--- src/sv/id_allocator_free_list_top_assert.svh ---
// ----------------------------------------------------------------------------
// Assertion macros for the ID allocator
// The macros expect signals named clk and rst_n in the module that uses them.
// ----------------------------------------------------------------------------
`ifndef ID_ALLOCATOR_FREE_LIST_TOP_ASSERT_SVH
`define ID_ALLOCATOR_FREE_LIST_TOP_ASSERT_SVH

// A property that must hold at every clock edge outside reset.
`define IDAFL_ASSERT(label, prop, msg) \
    label: assert property (@(posedge clk) disable iff (!rst_n) (prop)) else $error(msg);

// A condition that must hold in the cycle after a trigger.
`define IDAFL_ASSERT_NEXT(label, ante, cons, msg) \
    label: assert property (@(posedge clk) disable iff (!rst_n) (ante) |=> (cons)) else $error(msg);

`endif

--- src/sv/idafl_pkg.sv ---
// ----------------------------------------------------------------------------
// idafl_pkg
// Shared widths, operation codes and structs of the ID allocator.
// ----------------------------------------------------------------------------
package idafl_pkg;

    localparam int ID_W       = 8;
    localparam int NEXT_W     = 9;
    localparam int ID_LIMIT   = 255;
    localparam int MAX_ID_DEF = 255;

    localparam logic [1:0] FUNC_CLAIM   = 2'd0;
    localparam logic [1:0] FUNC_RELEASE = 2'd1;
    localparam logic [1:0] FUNC_QUERY   = 2'd2;

    // Read request to the entry store.
    typedef struct packed {
        logic            en;
        logic [ID_W-1:0] addr;
    } rd_req_t;

    // Write to the status memory: flags and backward link of one entry.
    typedef struct packed {
        logic            en;
        logic [ID_W-1:0] addr;
        logic            assigned;
        logic            on_free;
        logic [ID_W-1:0] prev;
    } stat_wr_t;

    // Write to the forward link memory.
    typedef struct packed {
        logic            en;
        logic [ID_W-1:0] addr;
        logic [ID_W-1:0] next;
    } link_wr_t;

    // One entry as read back from the store.
    typedef struct packed {
        logic            assigned;
        logic            on_free;
        logic [ID_W-1:0] prev;
        logic [ID_W-1:0] next;
    } entry_t;

    typedef struct packed {
        logic              freed;
        logic              is_assigned;
        logic              is_available;
        logic [NEXT_W-1:0] next_id;
        logic [ID_W-1:0]   highest_id;
    } rsp_t;

endpackage

--- src/sv/idafl_rsp_if.sv ---
// ----------------------------------------------------------------------------
// idafl_rsp_if
// Result channel: status of the identifier and allocator summary.
// ----------------------------------------------------------------------------
interface idafl_rsp_if
    import idafl_pkg::*;
();
    logic              valid;
    logic              ready;
    logic              freed;
    logic              is_assigned;
    logic              is_available;
    logic [NEXT_W-1:0] next_id;
    logic [ID_W-1:0]   highest_id;

    modport source (output valid, output freed, output is_assigned, output is_available,
                    output next_id, output highest_id, input ready);
    modport sink (input valid, input freed, input is_assigned, input is_available,
                  input next_id, input highest_id, output ready);
endinterface

--- src/sv/idafl_out_reg.sv ---
// ----------------------------------------------------------------------------
// idafl_out_reg
// Result register that holds a beat until the sink takes it.
// ----------------------------------------------------------------------------
module idafl_out_reg
    import idafl_pkg::*;
(
    input  logic  clk,
    input  logic  rst_n,
    input  logic  load,
    input  rsp_t  data,
    output logic  can_load,
    idafl_rsp_if.source rsp
);

    logic valid_reg;
    rsp_t data_reg;

    assign can_load = !valid_reg || rsp.ready;

    always_ff @(posedge clk or negedge rst_n)
    begin
        if (!rst_n)
        begin
            valid_reg <= 1'b0;
        end
        else if (can_load)
        begin
            valid_reg <= load;
        end
    end

    always_ff @(posedge clk)
    begin
        if (load && can_load)
        begin
            data_reg <= data;
        end
    end

    assign rsp.valid        = valid_reg;
    assign rsp.freed        = data_reg.freed;
    assign rsp.is_assigned  = data_reg.is_assigned;
    assign rsp.is_available = data_reg.is_available;
    assign rsp.next_id      = data_reg.next_id;
    assign rsp.highest_id   = data_reg.highest_id;

endmodule

--- src/flat_wrapper.sv ---
// flat-port wrapper written by rule: the top's interface ports become plain ports
module idafl_out_reg_flat import idafl_pkg::*;
  (clk, rst_n, load, data, can_load, rsp_valid, rsp_freed, rsp_is_assigned, rsp_is_available, rsp_next_id, rsp_highest_id, rsp_ready);
  idafl_rsp_if rsp_i ();
  input  logic clk;
  input  logic rst_n;
  input  logic load;
  input  rsp_t data;
  output logic can_load;
  output wire logic [$bits(rsp_i.valid)-1:0] rsp_valid;
  output wire logic [$bits(rsp_i.freed)-1:0] rsp_freed;
  output wire logic [$bits(rsp_i.is_assigned)-1:0] rsp_is_assigned;
  output wire logic [$bits(rsp_i.is_available)-1:0] rsp_is_available;
  output wire logic [$bits(rsp_i.next_id)-1:0] rsp_next_id;
  output wire logic [$bits(rsp_i.highest_id)-1:0] rsp_highest_id;
  input wire logic [$bits(rsp_i.ready)-1:0] rsp_ready;
  assign rsp_valid = rsp_i.valid;
  assign rsp_freed = rsp_i.freed;
  assign rsp_is_assigned = rsp_i.is_assigned;
  assign rsp_is_available = rsp_i.is_available;
  assign rsp_next_id = rsp_i.next_id;
  assign rsp_highest_id = rsp_i.highest_id;
  assign rsp_i.ready = rsp_ready;
  idafl_out_reg u_core (.clk(clk), .rst_n(rst_n), .load(load), .data(data), .can_load(can_load), .rsp(rsp_i));
endmodule
--- config.mk ---
export PLATFORM = sky130hd
export DESIGN_NAME = idafl_out_reg_flat
export DESIGN_NICKNAME = d
export VERILOG_FILES = /design/src/sv/id_allocator_free_list_top_assert.svh /design/src/sv/idafl_pkg.sv /design/src/sv/idafl_rsp_if.sv /design/src/sv/idafl_out_reg.sv /design/src/flat_wrapper.sv
export SDC_FILE = /design/constraint.sdc
export NUM_CORES = 1
export LEC_CHECK = 0
export ABC_AREA = 1
export BUFFER_PORTS_ARGS = -buffer_cell sky130_fd_sc_hd__buf_2
export CORE_MARGIN = 3
export CORE_UTILIZATION = 34
export CTS_CLUSTER_DIAMETER = 200
export DETAILED_ROUTE_END_ITERATION = 7
export PLACE_DENSITY = 0.76
export SETUP_SLACK_MARGIN = 0.15
export SLEW_MARGIN = 10
export SYNTH_ARGS = -nofsm -noshare
export SYNTH_HDL_FRONTEND = slang
export SYNTH_SLANG_ARGS = --single-unit
--- constraint.sdc ---
create_clock -name clk -period 1.88 [get_ports clk]
set_input_delay 0 -clock clk [delete_from_list [all_inputs] [get_ports clk]]
set_output_delay 0 -clock clk [all_outputs]
set_load 0.01 [all_outputs]
==> summary by stage <==
Status
The run finished with clean final reports.

Global route
Global routing used roughly 14% of the available tracks. The pin count of the biggest net entering global routing is 21. The initial antenna violation count was 0. After global routing the overflow that remains totals 0.

The via count of the first global-routing pass is roughly 580. The global-route wire length before repair is between 2000 and 3000 um.

Clock tree
The clock insertion delay at the later pin of the skew report is 290 ps. For this design, the CTS-stage hold fixing added 24 buffers. In this run the clock root is driven by a sky130_fd_sc_hd__clkbuf_4. Clock-pin slew was measured on the worst setup and hold paths at approximately 100 ps.

The number of buffers between clock root and the deepest sink is 2. In this run the post-CTS setup repair buffer count came out at 0. The TritonCTS clock tree is built. Once the clock tree was built, the resizer swapped 0 gates to a different size. The number of clock sinks is 21. The H-tree depth is 1.

The number of buffers created by CTS is 3.

Finish
In the final design database the tool counted 125 nets. The final instance count without filler cells is 125. The area growth from synthesis to layout is 82.8%. With fillers left out, the area of the finished cells amounts to 1180 um2.

The leading cell type in the layout, fill and taps excluded is sky130_fd_sc_hd__buf_2. The repair_antennas step left the layout with diodes totalling 0. The register with the most flip-flops in the layout has 9 of them.

The top cell types in the final layout, fill and taps aside, are sky130_fd_sc_hd__buf_2 (45), sky130_fd_sc_hd__dlygate4sd3_1 (24), sky130_fd_sc_hd__edfxtp_1 (20), sky130_fd_sc_hd__clkbuf_4 (3). The share of final-layout standard cells stronger than drive strength 1 is between 50% and 60%.

Floorplanning
The floorplan step defined a die boundary enclosing 2460 um2. The number of ports placed on the die boundary is 46. The die is 49.6 um wide. The number of rows created at floorplan is 15.

The vertical die dimension is 49.6 um. The core region is 1760 um2. For this configuration, the core starts out at a cell density of 36.6%.

Critical path
The critical path data arrival time is 1400 ps. The critical path startpoint category is a register. The maximum fanout count along the critical path is 3.

Across all register-to-register paths, the minimum setup slack is ~660 ps. For the worst setup path, the data required time is 2060 ps. The type of element capturing the critical path is a register. The path type of the worst setup path is register to register.

Placement
The number of placed instances, taps included is 97. At the end of routability-driven placement, the weighted congestion stood at 0.595. The wire-length estimate of the detail-placed layout is 979 um. The number of buffer cells added on primary ports is 45. The post-placement cell area is 913 um2.

Synthesis
Synthesis instantiated 5 different standard cells from the library. The post-synthesis cell area is 646 um2. The mux cell area share after synthesis is 0%. The number of nets in the synthesized netlist is 50.

The post-synthesis sequential area ratio is 96.9%. Summing the areas of all compound-gate instances in the mapped netlist gives 0.775% of the synthesized area. Of the total synthesized cell area, the portion taken by full adders, half adders and majority gates is 0%. During synthesis, Yosys emitted a total of 0 warnings. The post-synthesis share of cell area spent on and, or, nand and nor gates is 1.16%. In this run, synthesis produced a sequential element count of 21. After synthesis, the largest family of logic cells by area is buffers and inverters. The post-synthesis area per instance is 24.8 um2. The fraction of synthesized cell area in xor and xnor cells is 0%. Synthesis produced 26 cells.

Timing
The worst path needs 1220 ps of the cycle, external delays included. The total count of hold-check failures in the final report is 0. Dividing the final minimum period by the clock period gives around 65%. The timing-limited maximum frequency is slightly above 0.8 GHz. The setup TNS is 0 ps. The total setup violations reported at the end of the flow is 0. Headroom to the max-slew limit came out at 84.1%. The transition time of the tightest slew-check pin is 239 ps.

The max-slew violation count is 0. Final hold analysis gives a worst-case slack of between 300 and 400 ps. Setup repair after global routing left no endpoint under its margin. The setup skew after layout is 3.94 ps.

Drt
The number of iterations in the first detailed-routing pass is 1. The routed length per instance is 12.2 um. The detailed router placed 517 vias in this run. The count of antenna-violating nets left after detailed routing is 0. The detail-routed via count per cell is 4.14. In this run, the number of DRC markers left after iteration 0 of detailed routing was 0.

The total routed wirelength is 1530 um. The number of remaining DRC errors is 0.

Power
The overall power consumption is 868 uW. In this run the static leakage power is 0.000514 uW. The peak supply drop is 575 uV. Power spread over the standard cell area amounts to 736 nW/um2.

Worst hold path
In this run the worst hold path is classified as input pin to output pin.

Flow run
The max-capacitance violation count is 0.
[through the flow]
stage	util [%]	setup WS, ps
after global routing	66.9	583
final	66.9	658
after detailed placement	51.8	764
after CTS	66.9	675
after global placement	51.8	790
after floorplan	-	446
[layout make-up]
type / count / area (um2)
timing repair buffer: 70 / 473
clock buffer: 4 / 26.3
tap: 25 / 31.3
inverter: 2 / 7.51
fill: 154 / 584
sequential: 21 / 626
multi-input combinational: 3 / 16.3
[metal layers]
layer / vias up / wire, um / track usage (%) / share of wire, %
met5: - / 0 / 0 / 0
met3: 2 / 117 / 5.44 / 7.7
met2: 30 / 882 / 26.7 / 58
met4: 0 / 14 / 6.45 / 0.92
li1: 245 / - / - / -
met1: 240 / 513 / 13.1 / 34
[critical path, stage by stage, from the launching register on]
cell	delay (ps)
sky130_fd_sc_hd__dfrtp_1	420
sky130_fd_sc_hd__nand2_1	90
sky130_fd_sc_hd__nand2_1	50
sky130_fd_sc_hd__dlygate4sd3_1	560
[cell families (layout without fill, tap and decap cells)]
logic type / Yosys count / in the layout
AO/OA/AOI/OAI: 1 / 1
buffers and inverters: 2 / 76
flip-flops: 21 / 21
AND/OR/NAND/NOR: 2 / 2
[cell usage after synthesis (all sizes together)]
cell type  instances  share of area (%)
edfxtp            20                 93
inv                2                1.2
nand2              2                1.2
a21oi              1               0.77
dfrtp              1                3.9
[power breakdown]
group	internal, uW	leakage, uW	switching [uW]	total [uW]
Clock	82.3	0.0000150	118	200
Combinational	69.4	0.000298	49.3	119
Sequential	543	0.000201	6.70	549
Total	694	0.000514	174	868
[worst paths after layout]
kind                       cells past startpoint              from                    end
max                                            3  u_core.rsp.valid       u_core.rsp.valid
min                                            4         rsp_ready               can_load
max reg2reg                                    3  u_core.rsp.valid       u_core.rsp.valid
min reg2reg                                    2  u_core.rsp.valid  u_core.rsp.next_id[7]
max in group asynchronous                      3             rst_n       u_core.rsp.valid
min in group asynchronous                      3             rst_n       u_core.rsp.valid
(Power assumes the default switching activity.)
